**config.mk**
```make
export PLATFORM = sky130hd
export DESIGN_NAME = bitmap_blit_clip_flat
export DESIGN_NICKNAME = d
export VERILOG_FILES = /design/src/sv/bbc_pkg.sv /design/src/sv/bbc_ifs.sv /design/src/sv/bbc_pixel.sv /design/src/sv/bitmap_blit_clip.sv /design/src/flat_wrapper.sv
export SDC_FILE = /design/constraint.sdc
export NUM_CORES = 1
export LEC_CHECK = 0
export BUFFER_PORTS_ARGS = -buffer_cell sky130_fd_sc_hd__clkbuf_2
export CAP_MARGIN = 20
export CORE_MARGIN = 2
export CORE_UTILIZATION = 27
export DETAILED_ROUTE_END_ITERATION = 10
export GPL_TIMING_DRIVEN = 0
export PLACE_DENSITY = 0.47
export SKIP_CTS_REPAIR_TIMING = 1
export SYNTH_ARGS = -nofsm -noshare
export SYNTH_HDL_FRONTEND = slang
export SYNTH_SLANG_ARGS = --single-unit
```
**constraint.sdc**
```tcl
create_clock -name clk -period 22.1 [get_ports clk]
set_input_delay 4.42 -clock clk [delete_from_list [all_inputs] [get_ports clk]]
set_output_delay 4.42 -clock clk [all_outputs]
set_load 0.01 [all_outputs]
```
**src/sv/bbc_pkg.sv**
```systemverilog
package bbc_pkg;

    localparam int MAX_DIM_DEF     = 4096;
    localparam int ADDR_W          = 26;
    localparam int COLOR_W         = 24;
    localparam int CFG_IDX_W       = 3;
    localparam int CFG_DATA_W      = 14;
    localparam int GEOM_W          = 13;
    localparam int PITCH_W         = 14;
    localparam int BYTES_PER_PIXEL = 3;

    localparam logic [COLOR_W-1:0] WHITE = 24'hffffff;

    localparam logic [CFG_IDX_W-1:0] REG_MODE       = 3'd0;
    localparam logic [CFG_IDX_W-1:0] REG_IMAGE_COLS = 3'd1;
    localparam logic [CFG_IDX_W-1:0] REG_IMAGE_ROWS = 3'd2;
    localparam logic [CFG_IDX_W-1:0] REG_X_OFFSET   = 3'd3;
    localparam logic [CFG_IDX_W-1:0] REG_Y_OFFSET   = 3'd4;
    localparam logic [CFG_IDX_W-1:0] REG_FB_WIDTH   = 3'd5;
    localparam logic [CFG_IDX_W-1:0] REG_FB_HEIGHT  = 3'd6;
    localparam logic [CFG_IDX_W-1:0] REG_FB_PITCH   = 3'd7;

    localparam logic MODE_1BPP  = 1'b0;
    localparam logic MODE_32BPP = 1'b1;

    typedef struct packed {
        logic [ADDR_W-1:0]  address;
        logic [COLOR_W-1:0] color;
        logic               visible;
        logic               last;
        logic               done;
    } pixel_t;

endpackage

```
**src/sv/bbc_ifs.sv**
```systemverilog
interface bbc_in_if;
    logic        valid;
    logic        ready;
    logic [31:0] pixel_data;

    modport source (output valid, output pixel_data, input ready);
    modport sink (input valid, input pixel_data, output ready);
endinterface

interface bbc_out_if;
    logic        valid;
    logic        ready;
    logic [25:0] pixel_address;
    logic [23:0] pixel_color;
    logic        visible;
    logic        last;
    logic        image_done;

    modport source (output valid, output pixel_address, output pixel_color,
                    output visible, output last, output image_done, input ready);
    modport sink (input valid, input pixel_address, input pixel_color,
                  input visible, input last, input image_done, output ready);
endinterface

```
**src/sv/bbc_pixel.sv**
```systemverilog
module bbc_pixel
    import bbc_pkg::*;
#(
    parameter int CNT_W = 12,
    parameter int DIM_W = CNT_W + 1
)
(
    input  logic                      mode,
    input  logic [31:0]               word,
    input  logic [2:0]                bit_idx,
    input  logic [CNT_W-1:0]          col,
    input  logic [CNT_W-1:0]          row,
    input  logic [DIM_W-1:0]          cols_c,
    input  logic [DIM_W-1:0]          rows_c,
    input  logic signed [GEOM_W-1:0]  x_off,
    input  logic signed [GEOM_W-1:0]  y_off,
    input  logic [GEOM_W-1:0]         fb_width,
    input  logic [GEOM_W-1:0]         fb_height,
    input  logic [PITCH_W-1:0]        fb_pitch,
    output pixel_t                    pix,
    output logic [CNT_W-1:0]          col_next,
    output logic [CNT_W-1:0]          row_next
);

    localparam int SUM_W  = ((CNT_W > GEOM_W) ? CNT_W : GEOM_W) + 2;
    localparam int PROD_W = SUM_W - 1 + PITCH_W;

    logic signed [SUM_W-1:0] fx;
    logic signed [SUM_W-1:0] fy;
    logic [SUM_W-2:0]        fx_u;
    logic [SUM_W-2:0]        fy_u;
    logic [PROD_W-1:0]       prod;
    logic [2:0]              sel;
    logic [DIM_W-1:0]        col_inc;
    logic [DIM_W-1:0]        cols_m1;
    logic [DIM_W-1:0]        rows_m1;
    logic                    vis;
    logic                    done;

    assign fx   = SUM_W'($signed({1'b0, col})) + SUM_W'(x_off);
    assign fy   = SUM_W'($signed({1'b0, row})) + SUM_W'(y_off);
    assign fx_u = fx[SUM_W-2:0];
    assign fy_u = fy[SUM_W-2:0];
    assign prod = PROD_W'(fy_u) * PROD_W'(fb_pitch)
                + PROD_W'(fx_u) * PROD_W'(BYTES_PER_PIXEL);
    assign vis  = !fx[SUM_W-1] && !fy[SUM_W-1]
               && (fx_u < (SUM_W-1)'(fb_width)) && (fy_u < (SUM_W-1)'(fb_height));

    assign sel     = 3'(3'd7 - bit_idx);
    assign col_inc = {1'b0, col} + DIM_W'(1);
    assign cols_m1 = cols_c - DIM_W'(1);
    assign rows_m1 = rows_c - DIM_W'(1);
    assign done    = (row == '0) && ({1'b0, col} >= cols_m1);

    always_comb
    begin
        pix.address = vis ? prod[ADDR_W-1:0] : '0;
        pix.visible = vis;
        pix.done    = done;
        pix.last    = done || (mode == MODE_32BPP) || (bit_idx == 3'd7);
        if (mode == MODE_32BPP)
        begin
            pix.color = word[COLOR_W-1:0];
        end
        else
        begin
            pix.color = word[sel] ? '0 : WHITE;
        end
    end

    always_comb
    begin
        col_next = col;
        row_next = row;
        if (done)
        begin
            col_next = '0;
            row_next = rows_m1[CNT_W-1:0];
        end
        else if (col_inc >= cols_c)
        begin
            col_next = '0;
            if ((row == '0) || ({1'b0, row} > rows_m1))
            begin
                row_next = rows_m1[CNT_W-1:0];
            end
            else
            begin
                row_next = row - CNT_W'(1);
            end
        end
        else
        begin
            col_next = col_inc[CNT_W-1:0];
        end
    end

endmodule

```
**src/sv/bitmap_blit_clip.sv**
```systemverilog
// Channel    Dir  Handshake      Payload
// pixel_in   in   valid/ready    pixel_data[31:0]
// pixel_out  out  valid/ready    pixel_address[25:0], pixel_color[23:0], visible, last,
//                                image_done
// cfg        in   cfg_we         cfg_index[2:0], cfg_data[13:0]
//
// One pixel leaves per cycle while pixel_out does not stall: an item yields 8 pixels
// in 1bpp mode, 1 pixel in 32bpp mode, or fewer when the image ends inside a 1bpp byte.
// The pixel rate is set by the single address/clip unit between the item register
// and the output register; the next item is taken in the cycle its predecessor
// issues its last pixel.
// Reset clears configuration to its defaults and the walk to column 0, row 0.
// A stall on pixel_out holds the output register and the item register.
module bitmap_blit_clip
    import bbc_pkg::*;
#(
    parameter int MAX_DIM = MAX_DIM_DEF
)
(
    input  logic                  clk,
    input  logic                  rst_n,
    bbc_in_if.sink                pixel_in,
    bbc_out_if.source             pixel_out,
    input  logic                  cfg_we,
    input  logic [CFG_IDX_W-1:0]  cfg_index,
    input  logic [CFG_DATA_W-1:0] cfg_data
);

    localparam int CNT_W = $clog2(MAX_DIM);
    localparam int DIM_W = CNT_W + 1;

    function automatic logic [DIM_W-1:0] clamp_dim(input logic [GEOM_W-1:0] v);
        logic [DIM_W-1:0] r;
        if (v == '0)
        begin
            r = DIM_W'(1);
        end
        else if (32'(v) > MAX_DIM)
        begin
            r = DIM_W'(MAX_DIM);
        end
        else
        begin
            r = DIM_W'(v);
        end
        return r;
    endfunction

    logic                     mode_reg;
    logic [GEOM_W-1:0]        image_cols_reg;
    logic [GEOM_W-1:0]        image_rows_reg;
    logic signed [GEOM_W-1:0] x_offset_reg;
    logic signed [GEOM_W-1:0] y_offset_reg;
    logic [GEOM_W-1:0]        fb_width_reg;
    logic [GEOM_W-1:0]        fb_height_reg;
    logic [PITCH_W-1:0]       fb_pitch_reg;

    logic [CNT_W-1:0]         col_reg;
    logic [CNT_W-1:0]         row_reg;
    logic [CNT_W-1:0]         col_next;
    logic [CNT_W-1:0]         row_next;

    logic                     hold_valid_reg;
    logic [31:0]              hold_word_reg;
    logic [2:0]               hold_bit_reg;

    logic                     out_valid_reg;
    pixel_t                   out_pix_reg;
    pixel_t                   pix;

    logic [DIM_W-1:0]         cols_c;
    logic [DIM_W-1:0]         rows_c;
    logic [DIM_W-1:0]         restart_rows;
    logic                     step;
    logic                     in_take;

    assign cols_c  = clamp_dim(image_cols_reg);
    assign rows_c  = clamp_dim(image_rows_reg);
    assign step    = hold_valid_reg && (!out_valid_reg || pixel_out.ready);
    assign in_take = pixel_in.valid && pixel_in.ready;

    assign pixel_in.ready = !hold_valid_reg || (step && pix.last);

    assign restart_rows = clamp_dim(cfg_data[GEOM_W-1:0]) - DIM_W'(1);

    bbc_pixel #(
        .CNT_W (CNT_W),
        .DIM_W (DIM_W)
    ) u_pixel (
        .mode      (mode_reg),
        .word      (hold_word_reg),
        .bit_idx   (hold_bit_reg),
        .col       (col_reg),
        .row       (row_reg),
        .cols_c    (cols_c),
        .rows_c    (rows_c),
        .x_off     (x_offset_reg),
        .y_off     (y_offset_reg),
        .fb_width  (fb_width_reg),
        .fb_height (fb_height_reg),
        .fb_pitch  (fb_pitch_reg),
        .pix       (pix),
        .col_next  (col_next),
        .row_next  (row_next)
    );

    always_ff @(posedge clk or negedge rst_n)
    begin
        if (!rst_n)
        begin
            mode_reg       <= MODE_1BPP;
            image_cols_reg <= GEOM_W'(1);
            image_rows_reg <= GEOM_W'(1);
            x_offset_reg   <= '0;
            y_offset_reg   <= '0;
            fb_width_reg   <= GEOM_W'(4096);
            fb_height_reg  <= GEOM_W'(4096);
            fb_pitch_reg   <= PITCH_W'(12288);
            col_reg        <= '0;
            row_reg        <= '0;
        end
        else if (cfg_we)
        begin
            unique case (cfg_index)
                REG_MODE:       mode_reg <= cfg_data[0];
                REG_IMAGE_COLS:
                begin
                    image_cols_reg <= cfg_data[GEOM_W-1:0];
                    col_reg        <= '0;
                    row_reg        <= CNT_W'(rows_c - DIM_W'(1));
                end
                REG_IMAGE_ROWS:
                begin
                    image_rows_reg <= cfg_data[GEOM_W-1:0];
                    col_reg        <= '0;
                    row_reg        <= restart_rows[CNT_W-1:0];
                end
                REG_X_OFFSET:   x_offset_reg  <= cfg_data[GEOM_W-1:0];
                REG_Y_OFFSET:   y_offset_reg  <= cfg_data[GEOM_W-1:0];
                REG_FB_WIDTH:   fb_width_reg  <= cfg_data[GEOM_W-1:0];
                REG_FB_HEIGHT:  fb_height_reg <= cfg_data[GEOM_W-1:0];
                REG_FB_PITCH:   fb_pitch_reg  <= cfg_data;
            endcase
        end
        else if (step)
        begin
            col_reg <= col_next;
            row_reg <= row_next;
        end
    end

    always_ff @(posedge clk or negedge rst_n)
    begin
        if (!rst_n)
        begin
            hold_valid_reg <= 1'b0;
            out_valid_reg  <= 1'b0;
        end
        else
        begin
            if (in_take)
            begin
                hold_valid_reg <= 1'b1;
            end
            else if (step && pix.last)
            begin
                hold_valid_reg <= 1'b0;
            end

            if (step)
            begin
                out_valid_reg <= 1'b1;
            end
            else if (pixel_out.ready)
            begin
                out_valid_reg <= 1'b0;
            end
        end
    end

    always_ff @(posedge clk)
    begin
        if (in_take)
        begin
            hold_word_reg <= pixel_in.pixel_data;
            hold_bit_reg  <= '0;
        end
        else if (step)
        begin
            hold_bit_reg <= hold_bit_reg + 3'd1;
        end

        if (step)
        begin
            out_pix_reg <= pix;
        end
    end

    assign pixel_out.valid         = out_valid_reg;
    assign pixel_out.pixel_address = out_pix_reg.address;
    assign pixel_out.pixel_color   = out_pix_reg.color;
    assign pixel_out.visible       = out_pix_reg.visible;
    assign pixel_out.last          = out_pix_reg.last;
    assign pixel_out.image_done    = out_pix_reg.done;

endmodule

```
**src/flat_wrapper.sv**
```systemverilog
// flat-port wrapper written by rule: the top's interface ports become plain ports
module bitmap_blit_clip_flat import bbc_pkg::*;
#(
    parameter int MAX_DIM = MAX_DIM_DEF
)
  (clk, rst_n, cfg_we, cfg_index, cfg_data, pixel_in_valid, pixel_in_pixel_data, pixel_in_ready, pixel_out_valid, pixel_out_pixel_address, pixel_out_pixel_color, pixel_out_visible, pixel_out_last, pixel_out_image_done, pixel_out_ready);
  bbc_in_if pixel_in_i ();
  bbc_out_if pixel_out_i ();
  input  logic clk;
  input  logic rst_n;
  input  logic cfg_we;
  input  logic [CFG_IDX_W-1:0] cfg_index;
  input  logic [CFG_DATA_W-1:0] cfg_data;
  input wire logic [$bits(pixel_in_i.valid)-1:0] pixel_in_valid;
  input wire logic [$bits(pixel_in_i.pixel_data)-1:0] pixel_in_pixel_data;
  output wire logic [$bits(pixel_in_i.ready)-1:0] pixel_in_ready;
  output wire logic [$bits(pixel_out_i.valid)-1:0] pixel_out_valid;
  output wire logic [$bits(pixel_out_i.pixel_address)-1:0] pixel_out_pixel_address;
  output wire logic [$bits(pixel_out_i.pixel_color)-1:0] pixel_out_pixel_color;
  output wire logic [$bits(pixel_out_i.visible)-1:0] pixel_out_visible;
  output wire logic [$bits(pixel_out_i.last)-1:0] pixel_out_last;
  output wire logic [$bits(pixel_out_i.image_done)-1:0] pixel_out_image_done;
  input wire logic [$bits(pixel_out_i.ready)-1:0] pixel_out_ready;
  assign pixel_in_i.valid = pixel_in_valid;
  assign pixel_in_i.pixel_data = pixel_in_pixel_data;
  assign pixel_in_ready = pixel_in_i.ready;
  assign pixel_out_valid = pixel_out_i.valid;
  assign pixel_out_pixel_address = pixel_out_i.pixel_address;
  assign pixel_out_pixel_color = pixel_out_i.pixel_color;
  assign pixel_out_visible = pixel_out_i.visible;
  assign pixel_out_last = pixel_out_i.last;
  assign pixel_out_image_done = pixel_out_i.image_done;
  assign pixel_out_i.ready = pixel_out_ready;
  bitmap_blit_clip #(.MAX_DIM(MAX_DIM)) u_core (.clk(clk), .rst_n(rst_n), .pixel_in(pixel_in_i), .pixel_out(pixel_out_i), .cfg_we(cfg_we), .cfg_index(cfg_index), .cfg_data(cfg_data));
endmodule
```
==> results of run 1 <==
[placed cells by master (no fill, tap or decap), drive strengths merged, types with 4 or more instances in the layout]
cell     count
inv        287
ha         196
clkbuf     182
nand2      173
fa         169
and2       114
dfrtp      113
mux2        96
edfxtp      77
nor2        75
o21ai       69
a21oi       56
a21o        55
xnor2       51
nor3        42
nand2b      23
xor2        23
a211oi      21
nand3       17
nor2b       15
o21a        13
a31oi       13
buf         13
or3         12
and3        11
o31ai        8
nand4        8
mux2i        8
or2          7
a211o        7
o21bai       7
dfstp        6
nor4         6
or4          6
clkinv       6
nand4b       5
o211ai       5
o41ai        5
a2111oi      4
o311ai       4
[through the flow]
stage	utilization	hold WS, ns	std cells	area, um2	setup WS (ns)
floorplan	-	0.447	1926	19100	12.89
global placement	0.296	0.455	2960	20700	11.75
detailed placement	0.298	0.478	2965	20800	12.05
CTS	0.306	0.496	2997	21400	12.00
global route	0.306	0.530	2998	21400	11.19
finish	0.306	0.494	2999	21400	11.92
[per-layer routing]
| metal | share of wire | vias up | global-route usage | wire length, um |
|---|---|---|---|---|
| met4 | 0.014 | 0 | 0.0368 | 743 |
| met2 | 0.47 | 307 | 0.237 | 24400 |
| met1 | 0.48 | 7018 | 0.203 | 24900 |
| li1 | - | 6716 | - | - |
| met5 | 0 | - | 0 | 0 |
| met3 | 0.037 | 57 | 0.0237 | 1930 |
[cell families (layout without fill, tap and decap cells)]
logic type	count (synthesis)	after routing
DFF	199	199
AOI/OAI and AO/OA	300	300
adders and majority gates	365	365
muxes	106	106
buffers and inverters	356	488
xor gates and xnor gates	74	74
other	0	1
and+or+nand+nor	526	526
[layout make-up]
class,instances,share of cell area
Clock inverter,14,0.00772
Sequential cell,199,0.250
Clock buffer,18,0.0200
Buffer,77,0.0139
Multi-Input combinational cell,1371,0.577
Antenna cell,1,0.000117
Timing Repair Buffer,100,0.0266
Inverter,279,0.0489
Tap cell,940,0.0549
[worst reg2reg max path, cell delays in order, from the launching register on]
cell and delay (ns):
sky130_fd_sc_hd__dfrtp_1 0.50, sky130_fd_sc_hd__ha_1 0.26, sky130_fd_sc_hd__fa_1 0.42, sky130_fd_sc_hd__a211o_1 0.31
sky130_fd_sc_hd__a2111oi_0 0.81, sky130_fd_sc_hd__nor4_1 0.24, sky130_fd_sc_hd__nor3_1 0.81, sky130_fd_sc_hd__clkbuf_1 0.61
sky130_fd_sc_hd__nand2_1 0.18, sky130_fd_sc_hd__fa_1 0.55, sky130_fd_sc_hd__fa_1 0.55, sky130_fd_sc_hd__inv_1 0.05
sky130_fd_sc_hd__fa_1 0.52, sky130_fd_sc_hd__fa_1 0.45, sky130_fd_sc_hd__fa_1 0.55, sky130_fd_sc_hd__inv_1 0.05
sky130_fd_sc_hd__fa_1 0.52, sky130_fd_sc_hd__inv_1 0.04, sky130_fd_sc_hd__ha_1 0.36, sky130_fd_sc_hd__a21o_1 0.20
sky130_fd_sc_hd__a21o_1 0.18, sky130_fd_sc_hd__a21o_1 0.19, sky130_fd_sc_hd__a222oi_1 0.54, sky130_fd_sc_hd__a21oi_1 0.30
sky130_fd_sc_hd__a31oi_1 0.37, sky130_fd_sc_hd__a22oi_1 0.14, sky130_fd_sc_hd__xnor2_1 0.17, sky130_fd_sc_hd__nor2_1 0.06
[path summary, 6_finish.rpt]
check                           slack [ns]                                  to  cells past startpoint             startpoint
worst max-delay path                 11.92  u_core.pixel_out.pixel_address[24]                     27      u_core.row_reg[0]
worst min-delay path                  0.49              u_core.pixel_out.valid                      1  u_core.hold_valid_reg
worst max register to register       11.92  u_core.pixel_out.pixel_address[24]                     27      u_core.row_reg[0]
worst min register to register        0.49              u_core.pixel_out.valid                      1  u_core.hold_valid_reg
max in group asynchronous            17.54              u_core.fb_pitch_reg[0]                      2                  rst_n
min in group asynchronous             3.76            u_core.image_rows_reg[7]                      1                  rst_n
==> results by stage, run 1 <==
Timing:
- The final number of setup-violating endpoints is 0.
- In the finished design, the share of the clock period the worst path needs comes to 0.461.
- The final hold violation count is 0.
- The peak clock frequency supported by timing is 0.0982 GHz.
- At the pin with the least slew margin, the transition time is 1.09 ns.
- In the final timing run, aggregate negative setup slack is 0 ns.
- The clock skew after layout is 0.0164 ns.
- Setup repair after global routing left no endpoint under its margin.
- The time the worst path needs with I/O delays and setup is 10.18 ns.
- The count of pins over their slew limit is 0.
- The worst max-slew margin expressed relative to the limit is 0.271.

Finish:
- The area taken by flip-flops and latches is 0.00536 mm2.
- The number of nets in the layout is 2,464.
- The register with the most flip-flops in the layout has 26 of them.
- The synthesis-to-finish area growth is 12.3%.
- Counting the fill cells in the layout gives 7,433.
- Of the cells placed in the final design, the portion with a size suffix greater than 1 is 0.127.
- The total area of multi-input combinational cells is 0.0124 mm2.

Synthesis:
- For this run, the leading register cell type out of synthesis is sky130_fd_sc_hd__dfrtp_1.
- The count of cell types in the netlist is 75.
- Of the total synthesized cell area, the portion taken by AND, OR, NAND and NOR gates is 0.140.
- Of the total synthesized cell area, the portion taken by XOR and XNOR cells is 0.0340.
- In the post-synthesis netlist, the biggest area contributors are sky130_fd_sc_hd__fa_1, sky130_fd_sc_hd__dfrtp_1, sky130_fd_sc_hd__ha_1.
- The largest total area in the synthesized netlist belongs to sky130_fd_sc_hd__fa_1.
- After technology mapping, the gate count stands at 1,926.
- The number of warnings printed during yosys synthesis is 0.
- Counting flops with an async set or reset pin after synthesis yields a share of 0.598.
- The post-synthesis mux area share is 0.0633.
- The synthesized design contains 199 register bits.
- The adder-cell area share of the yosys netlist is 0.306.
- By count the netlist is led by sky130_fd_sc_hd__inv_1, sky130_fd_sc_hd__ha_1, sky130_fd_sc_hd__nand2_1.
- In this run, synthesis inferred 77 flip-flops with an integrated enable.
- The portion of the post-synthesis area used by sequential elements is 0.281.
- The share of synthesized area in the top cell type comes to 0.177.
- When the netlist entered floorplanning its net count stood at 2,345.
- The combined area of all synthesized cells is 0.0191 mm2.
- The average instance in the mapped netlist occupies 9.90 um2.
- The complex-gate fraction of the synthesized area came to 0.105.
- After synthesis, the largest family of logic cells by area is adder cells.
- The leading cell type by number of instances after synthesis is sky130_fd_sc_hd__inv_1.

Worst setup path:
- Among all stages on the critical path, the largest delay is contributed by sky130_fd_sc_hd__a2111oi_0.
- The category of the most critical setup path is register to register.
- Together, buffers and inverters on the worst path number 4.
- In this run the worst path has a maximum fanout of 10.
- The kind of start point of the critical path is a register.
- The cell that appears most often on the critical path is sky130_fd_sc_hd__fa_1.
- At the worst endpoint, the required time is 22.34 ns.
- Broken down by cell family, the worst path's largest delay share belongs to adder cells.
- Data on the critical path arrives at its endpoint at 10.43 ns.
- The type of element capturing the critical path is a register.
- In this design, the stage delay of the slowest critical-path cell is 0.81 ns.

Floorplanning:
- For this configuration, the core starts out at a cell density of 0.273.
- Measured along the y axis, the die boundary spans 270 um.
- The floorplan step defined a die boundary enclosing 0.0727 mm2.
- The width of the die is 270 um.
- The top-level port count is 109.
- The floorplan row count is 97.
- The core area is 0.0699 mm2.

Run:
- The tool flagged a number of max-cap violations equal to 0.

Detailed routing:
- After detailed routing, the average wire length per cell comes to 17.3 um.
- Once detail routing completed, the nets flagged for antenna violations numbered 0.
- The via density per instance is 4.70.
- The number of search-and-repair iterations in the first detailed-routing pass is 6.
- The DRC violation count after routing is 0.
- For this block, the via count after detailed routing is 14,098.
- The detailed router finished its first iteration with 889 violations.
- Wires add up to 52.0 mm.

Clock network:
- The TritonCTS buffer count is 17.
- The worst-skew pair later-pin latency is 0.50 ns.
- The number of H-tree levels is 4.
- The number of sinks driven by the clock tree is 199.
- Clock-pin slew was measured on the worst setup and hold paths at 0.08 ns.
- In this run the deepest clock path goes through 2 buffers.
- The CTS tree is built.
- The tree is rooted in a sky130_fd_sc_hd__clkbuf_16.

Place:
- Port buffering added 94 buffers.
- The congestion estimate from routability-driven global placement came to 0.846.
- The detailed-placement wirelength estimate is 41.0 mm.

Min path:
- The worst hold path belongs to the class register to register.

Global routing:
- The total routing usage reported by global routing is 0.146.
- The initial antenna violation count is 3.
- The global-route wire length before repair is 82.5 mm.
- For this run the aggregate overflow at the end of global routing stands at 0.
- Entering global routing, the biggest net connects 107 pins.
- The number of global-route vias before repair is 14,419.

Run status:
- The run finished with clean final reports.
Power of run 1 is not shown: default switching activity piles up to over one toggle a cycle in this logic, so the estimate is an artifact.
==> run 2, diff against run 1 <==
- clock period: 22.1 -> 10.6 ns (I/O delays scaled with it)
==> run 2 against run 1 <==
Net effect:
- first-iteration DRC count fell by 0.90%
- design area barely moved
- sequential share of layout area hardly changed
- global-route usage stayed put
- die area is the same
- utilization about the same
- clock skew about the same
- worst hold slack about the same
- count of clock-buffer cells in the layout did not move
- critical path type unchanged
- largest cell class unchanged
- highest routed layer unchanged
==> results by stage, run 2 (synthesis gave the netlist of run 1 again) <==
Finish:
- The flip-flop count of the largest register, all copies and words added is 26 (unchanged).
- The cell area after layout is 0.0214 mm2 (about the same).
- The most frequent standard cell in the layout excluding fill and tap cells is sky130_fd_sc_hd__inv_1 (unchanged).
- The synthesis-to-finish area growth is 12.3% (about the same).
- The number of nets in the layout is 2,464 (unchanged).
- The fraction of final layout cells with drive strength greater than 1 is 0.128 (was 0.127).
- Leading cell types in the layout, fill and taps excluded: sky130_fd_sc_hd__inv_1, sky130_fd_sc_hd__ha_1, sky130_fd_sc_hd__nand2_1 (unchanged).

Timing:
- The count of pins over their slew limit was 0 (unchanged).
- The slew at the pin closest to its max-slew limit is 1.06 ns (was 1.09 ns).
- RSZ-0062 raised after global routing: no (unchanged).
- The clock skew after layout was 0.0159 ns (was 0.0164 ns).
- The final cycle utilization of the critical path is 0.914 (was 0.461).
- The final worst slack is 0.909 ns (was 11.92 ns).
- The final hold violation count was 0 (unchanged).
- The peak clock frequency supported by timing is 0.103 GHz (was 0.0982 GHz).
- The worst max-slew margin expressed relative to the limit is 0.285 (was 0.271).
- The time the worst path needs with I/O delays and setup is 9.69 ns (was 10.18 ns).
- The final number of setup-violating endpoints is 0 (unchanged).
- The worst hold slack is 0.494 ns (about the same).
- The total negative setup slack is 0 ns (unchanged).

Clock network:
- The TritonCTS buffer count is 17 (unchanged).
- The CTS tree is built (unchanged).
- The number of sinks driven by the clock tree came to 199 (unchanged).
- The maximum root-to-sink buffer count is 2 (unchanged).
- The worst-skew pair later-pin latency is 0.50 ns (about the same).
- The cell at the root of the clock tree was sky130_fd_sc_hd__clkbuf_16 (unchanged).
- The clock-pin slew on the worst setup and hold paths is 0.08 ns (about the same).
- The number of H-tree levels is 4 (unchanged).

Global routing:
- The leftover overflow at the end of global routing is 0 (unchanged).
- The number of global-route vias before repair came to 14,419 (unchanged).
- The initial antenna violation count was 3 (unchanged).
- The total routing usage reported by global routing is 0.146 (unchanged).
- The largest net degree at the start of global routing is 107 (unchanged).
- The global-route wire length before repair is 82.5 mm (unchanged).

Detailed routing:
- The number of vias after detailed routing is 14,118 (was 14,098).
- The average routed wire per standard cell is 17.3 um (about the same).
- The DRC violation count after routing came to 0 (unchanged).
- The via density per instance is 4.71 (was 4.70).
- The final antenna-violating net count was 0 (unchanged).
- The DRC marker count from the first detailed-route iteration is 881 (was 889).
- The number of search-and-repair iterations in the first detailed-routing pass was 9 (was 6).
- The final routed wirelength across all metal layers is 52.0 mm (about the same).

Run:
- The max capacitance violation total came to 0 (unchanged).

Worst setup path:
- The type of element capturing the critical path is a register (unchanged).
- The arrival time at the worst endpoint is 9.93 ns (was 10.43 ns).
- The data required time of the worst path is 10.84 ns (was 22.34 ns).
- The category of the most critical setup path is register to register (unchanged).
- The top fanout value on the critical path is 10 (unchanged).
- The cell seen most often among critical-path stages is sky130_fd_sc_hd__fa_1 (unchanged).
- The kind of start point of the critical path was a register (unchanged).
- The largest stage delay on the critical path is 0.66 ns (was 0.81 ns).
- The master of the slowest instance on the critical path is sky130_fd_sc_hd__a2111oi_1 (was sky130_fd_sc_hd__a2111oi_0).

Floorplanning:
- The die height was 270 um (unchanged).
- The top-level port count is 109 (unchanged).
- The floorplan die area is 0.0727 mm2 (unchanged).
- The floorplan row count is 97 (unchanged).
- The initial core utilization is 0.273 (unchanged).
- The core area was 0.0699 mm2 (unchanged).
- The width of the die was 270 um (unchanged).

Min path:
- The classification of the worst-slack hold path was register to register (unchanged).

Place:
- The final weighted congestion in routability-driven placement was 0.846 (unchanged).
- The count of input and output buffers came to 94 (unchanged).
- The detailed-placement wirelength estimate is 41.0 mm (unchanged).
- The worst slack after detailed placement is 0.548 ns (was 12.05 ns).
- The area of placed instances was 0.0208 mm2 (unchanged).

Run status:
- Result of the run: complete, no violations (unchanged).
run 2: cell types whose count changed in the layout (fill, tap and decap cells not counted):
cell,before,now
sky130_fd_sc_hd__a2111oi_0,4,3
sky130_fd_sc_hd__nor3_1,42,41
sky130_fd_sc_hd__nor3_2,0,1
sky130_fd_sc_hd__a2111oi_1,0,1
run 2: worst max-delay path: cells and delay by family (launching register included):
family,cells,cell delay (ns)
buffers and inverters,4,0.73
AO/OA/AOI/OAI,9,2.87
adder cells (fa/ha/maj),9,4.17
AND/OR/NAND/NOR,4,0.96
XOR/XNOR,1,0.17
flip-flops,1,0.49
run 2: path summary, 6_finish.rpt:
kind	to	cells after the start	slack, ns	startpoint
worst max-delay path	u_core.pixel_out.pixel_address[24]	27	0.91	u_core.row_reg[0]
worst min-delay path	u_core.pixel_out.valid	1	0.49	u_core.hold_valid_reg
worst max register to register	u_core.pixel_out.pixel_address[24]	27	0.91	u_core.row_reg[0]
worst min register to register	u_core.pixel_out.valid	1	0.49	u_core.hold_valid_reg
max in group asynchronous	u_core.fb_pitch_reg[0]	2	8.35	rst_n
min in group asynchronous	u_core.image_rows_reg[7]	1	1.46	rst_n
run 2: final cells by class:
class | count | area (um2)
clock buffers | 18 | 429
multi-input cells | 1371 | 12400
diodes | 1 | 2.50
repair buffers | 100 | 569
clock inverters | 14 | 165
flip-flops and latches | 199 | 5360
plain buffers | 77 | 298
fillers | 7434 | 48500
well taps | 940 | 1180
inverters | 279 | 1050
run 2: through the flow:
stage | util | cells
after global routing | 0.306 | 2998
after floorplan | - | 1926
after detailed placement | 0.298 | 2965
after CTS | 0.306 | 2997
after global placement | 0.296 | 2960
final | 0.306 | 2999
run 2: routing by layer:
metal  up-vias  wire length, um  GRT usage
met5         -                0          0
met4         0              739     0.0368
met3        51             2040     0.0237
met2       308            24400      0.237
met1      7037            24800      0.203
li1       6722                -          -
Power of run 2 is left out for the same reason.
==> run 3, diff against run 2 <==
- CORE_UTILIZATION: 27 -> 60
- PLACE_DENSITY: 0.47 -> 0.84
==> run 3 against run 2 <==
Net effect:
- worst setup slack lost 0.31 ns
- critical path type unchanged
- maximum frequency shrank 3.1%
- global-route usage grew 14 points
- sequential share of layout area grew 0.80 points
- clock skew grew 0.0030 ns
- critical path depth is the same
- register-to-register slack lost 0.31 ns
- die area shrank 54%
- count of clock-buffer cells in the layout is the same
==> results by stage, run 3 (synthesis gave the netlist of run 1 again) <==
Run status:
- Result of the run: complete, no violations (unchanged).

Global routing:
- The number of global-route vias before repair is 14,743 (was 14,419).
- The largest net degree at the start of global routing came to 64 (was 107).
- The global-route wire length before repair is 74.1 mm (was 82.5 mm).
- The total routing usage reported by global routing is 0.283 (was 0.146).
- The initial antenna violation count is 1 (was 3).
- The leftover overflow at the end of global routing was 0 (unchanged).

Worst setup path:
- The logic depth of the worst register-to-register path is 27 (unchanged).
- The launching point of the worst reg2reg path is u_core.row_reg[0] (unchanged).
- The category of the most critical setup path is register to register (unchanged).
- The reg2reg setup slack was 0.59 ns (was 0.91 ns).
- The data required time of the worst path came to 10.82 ns (was 10.84 ns).
- The top fanout value on the critical path is 10 (unchanged).
- The type of element capturing the critical path was a register (unchanged).
- The kind of start point of the critical path is a register (unchanged).
- The critical register-to-register path endpoint is u_core.pixel_out.pixel_address[24] (unchanged).
- The arrival time at the worst endpoint is 10.22 ns (was 9.93 ns).

Min path:
- The startpoint of the worst hold path is u_core.fb_width_reg[1] (was u_core.hold_valid_reg).
- The classification of the worst-slack hold path is register to register (unchanged).
- The worst hold path cell count is 1 (unchanged).
- The end of the worst hold path was u_core.fb_width_reg[1] (was u_core.pixel_out.valid).

Timing:
- The worst max-slew margin expressed relative to the limit was 0.358 (was 0.285).
- RSZ-0062 raised after global routing: no (unchanged).
- The final number of setup-violating endpoints was 0 (unchanged).
- The final hold violation count is 0 (unchanged).
- The count of pins over their slew limit is 0 (unchanged).
- The total negative setup slack was 0 ns (unchanged).
- The slew at the pin closest to its max-slew limit is 0.956 ns (was 1.06 ns).
- The final cycle utilization of the critical path is 0.944 (was 0.914).
- The time the worst path needs with I/O delays and setup is 10.01 ns (was 9.69 ns).
- The clock skew after layout is 0.0189 ns (was 0.0159 ns).
- The peak clock frequency supported by timing is 0.0999 GHz (was 0.103 GHz).

Detailed routing:
- The DRC marker count from the first detailed-route iteration is 1,265 (was 881).
- The via density per instance is 5.94 (was 4.71).
- The average routed wire per standard cell came to 18.8 um (was 17.3 um).
- The final routed wirelength across all metal layers was 46.3 mm (was 52.0 mm).
- The DRC violation count after routing is 0 (unchanged).
- The number of vias after detailed routing is 14,619 (was 14,118).
- The number of search-and-repair iterations in the first detailed-routing pass is 6 (was 9).
- The final antenna-violating net count was 0 (unchanged).

Floorplanning:
- The top-level port count is 109 (unchanged).
- The floorplan die area is 0.0332 mm2 (was 0.0727 mm2).
- The core area was 0.0314 mm2 (was 0.0699 mm2).
- The width of the die was 182 um (was 270 um).
- The floorplan row count was 65 (was 97).
- The die height is 182 um (was 270 um).
- The initial core utilization is 0.607 (was 0.273).

Clock network:
- The maximum root-to-sink buffer count is 2 (unchanged).
- The number of sinks driven by the clock tree is 199 (unchanged).
- The clock-pin slew on the worst setup and hold paths was 0.09 ns (was 0.08 ns).
- The CTS tree is built (unchanged).
- The cell at the root of the clock tree is sky130_fd_sc_hd__clkbuf_16 (unchanged).
- The number of H-tree levels is 4 (unchanged).
- The worst-skew pair later-pin latency is 0.47 ns (was 0.50 ns).
- The TritonCTS buffer count is 17 (unchanged).

Finish:
- The number of antenna diodes came to 0 (was 1).
- The most frequent standard cell in the layout excluding fill and tap cells is sky130_fd_sc_hd__inv_1 (unchanged).
- Leading cell types in the layout, fill and taps excluded: sky130_fd_sc_hd__inv_1, sky130_fd_sc_hd__ha_1, sky130_fd_sc_hd__nand2_1 (unchanged).
- The synthesis-to-finish area growth is 8.85% (was 12.3%).
- The flip-flop count of the largest register, all copies and words added came to 26 (unchanged).
- The number of nets in the layout is 2,464 (unchanged).
- The fraction of final layout cells with drive strength greater than 1 came to 0.128 (unchanged).

Run:
- The max capacitance violation total is 0 (unchanged).

Place:
- The count of input and output buffers was 94 (unchanged).
- The final weighted congestion in routability-driven placement came to 0.921 (was 0.846).
- The detailed-placement wirelength estimate is 35.6 mm (was 41.0 mm).
==> run 3: cell count changes in the layout (fill, tap and decap cells not counted), moves of 2 or more <==
cell,change
sky130_fd_sc_hd__buf_2,-2
sky130_fd_sc_hd__clkdlybuf4s18_2,+2
sky130_fd_sc_hd__clkinv_4,-2
sky130_fd_sc_hd__clkinvlp_4,+2
sky130_fd_sc_hd__inv_12,+2
sky130_fd_sc_hd__inv_6,-2
==> run 3: layout make-up <==
| cell class | instances | area (um2) |
|---|---|---|
| buffer | 77 | 298 |
| clock inverter | 14 | 166 |
| inverter | 279 | 1050 |
| timing repair buffer | 100 | 579 |
| sequential | 199 | 5360 |
| multi-input combinational | 1371 | 12400 |
| tap | 402 | 503 |
| clock buffer | 18 | 439 |
| fill | 2399 | 10600 |
==> run 3: worst max-delay path by stage <==
| stage | from | endpoint | cells past startpoint |
|---|---|---|---|
| finish | u_core.row_reg[0] | u_core.pixel_out.pixel_address[24] | 27 |
| global route | u_core.row_reg[0] | u_core.pixel_out.pixel_address[24] | 27 |
| CTS | u_core.row_reg[0] | u_core.pixel_out.pixel_address[24] | 27 |
| detailed placement | u_core.row_reg[0] | u_core.pixel_out.pixel_address[24] | 27 |
| global placement | u_core.row_reg[0] | u_core.pixel_out.pixel_address[25] | 25 |
| floorplan | u_core.row_reg[0] | u_core.pixel_out.pixel_address[24] | 27 |
==> run 3: worst max-delay path: stages, from the launching register on <==
cell	delay [ns]
sky130_fd_sc_hd__dfrtp_1	0.49
sky130_fd_sc_hd__ha_1	0.26
sky130_fd_sc_hd__fa_1	0.43
sky130_fd_sc_hd__a211o_1	0.34
sky130_fd_sc_hd__a2111oi_0	0.78
sky130_fd_sc_hd__nor4_1	0.24
sky130_fd_sc_hd__nor3_1	0.75
sky130_fd_sc_hd__clkbuf_1	0.57
sky130_fd_sc_hd__nand2_1	0.20
sky130_fd_sc_hd__fa_1	0.55
sky130_fd_sc_hd__fa_1	0.55
sky130_fd_sc_hd__inv_1	0.06
sky130_fd_sc_hd__fa_1	0.52
sky130_fd_sc_hd__fa_1	0.44
sky130_fd_sc_hd__fa_1	0.54
sky130_fd_sc_hd__inv_1	0.05
sky130_fd_sc_hd__fa_1	0.52
sky130_fd_sc_hd__inv_1	0.05
sky130_fd_sc_hd__ha_1	0.37
sky130_fd_sc_hd__a21o_1	0.20
sky130_fd_sc_hd__a21o_1	0.18
sky130_fd_sc_hd__a21o_1	0.19
sky130_fd_sc_hd__a222oi_1	0.54
sky130_fd_sc_hd__a21oi_1	0.25
sky130_fd_sc_hd__a31oi_1	0.33
sky130_fd_sc_hd__a22oi_1	0.14
sky130_fd_sc_hd__xnor2_1	0.16
sky130_fd_sc_hd__nor2_1	0.05
==> run 3: through the flow <==
stage / area, um2 / hold slack (ns) / util / cells / worst slack [ns]
6_report: 20800 / 0.511 / 0.661 / 2460 / 0.594
5_1_grt: 20800 / 0.518 / 0.661 / 2460 / 0.230
4_1_cts: 20700 / 0.512 / 0.660 / 2458 / 0.737
3_5_place_dp: 20100 / 0.494 / 0.641 / 2426 / 0.790
3_3_place_gp: 20000 / 0.460 / 0.638 / 2422 / 0.748
2_1_floorplan: 19100 / 0.447 / - / 1926 / 2.39
==> run 3: metal layers <==
metal / GRT usage / share of wire
met1: 0.367 / 0.41
met2: 0.480 / 0.49
met3: 0.0425 / 0.067
met4: 0.118 / 0.034
met5: 0 / 0.00028
Power of run 3 is left out for the same reason.
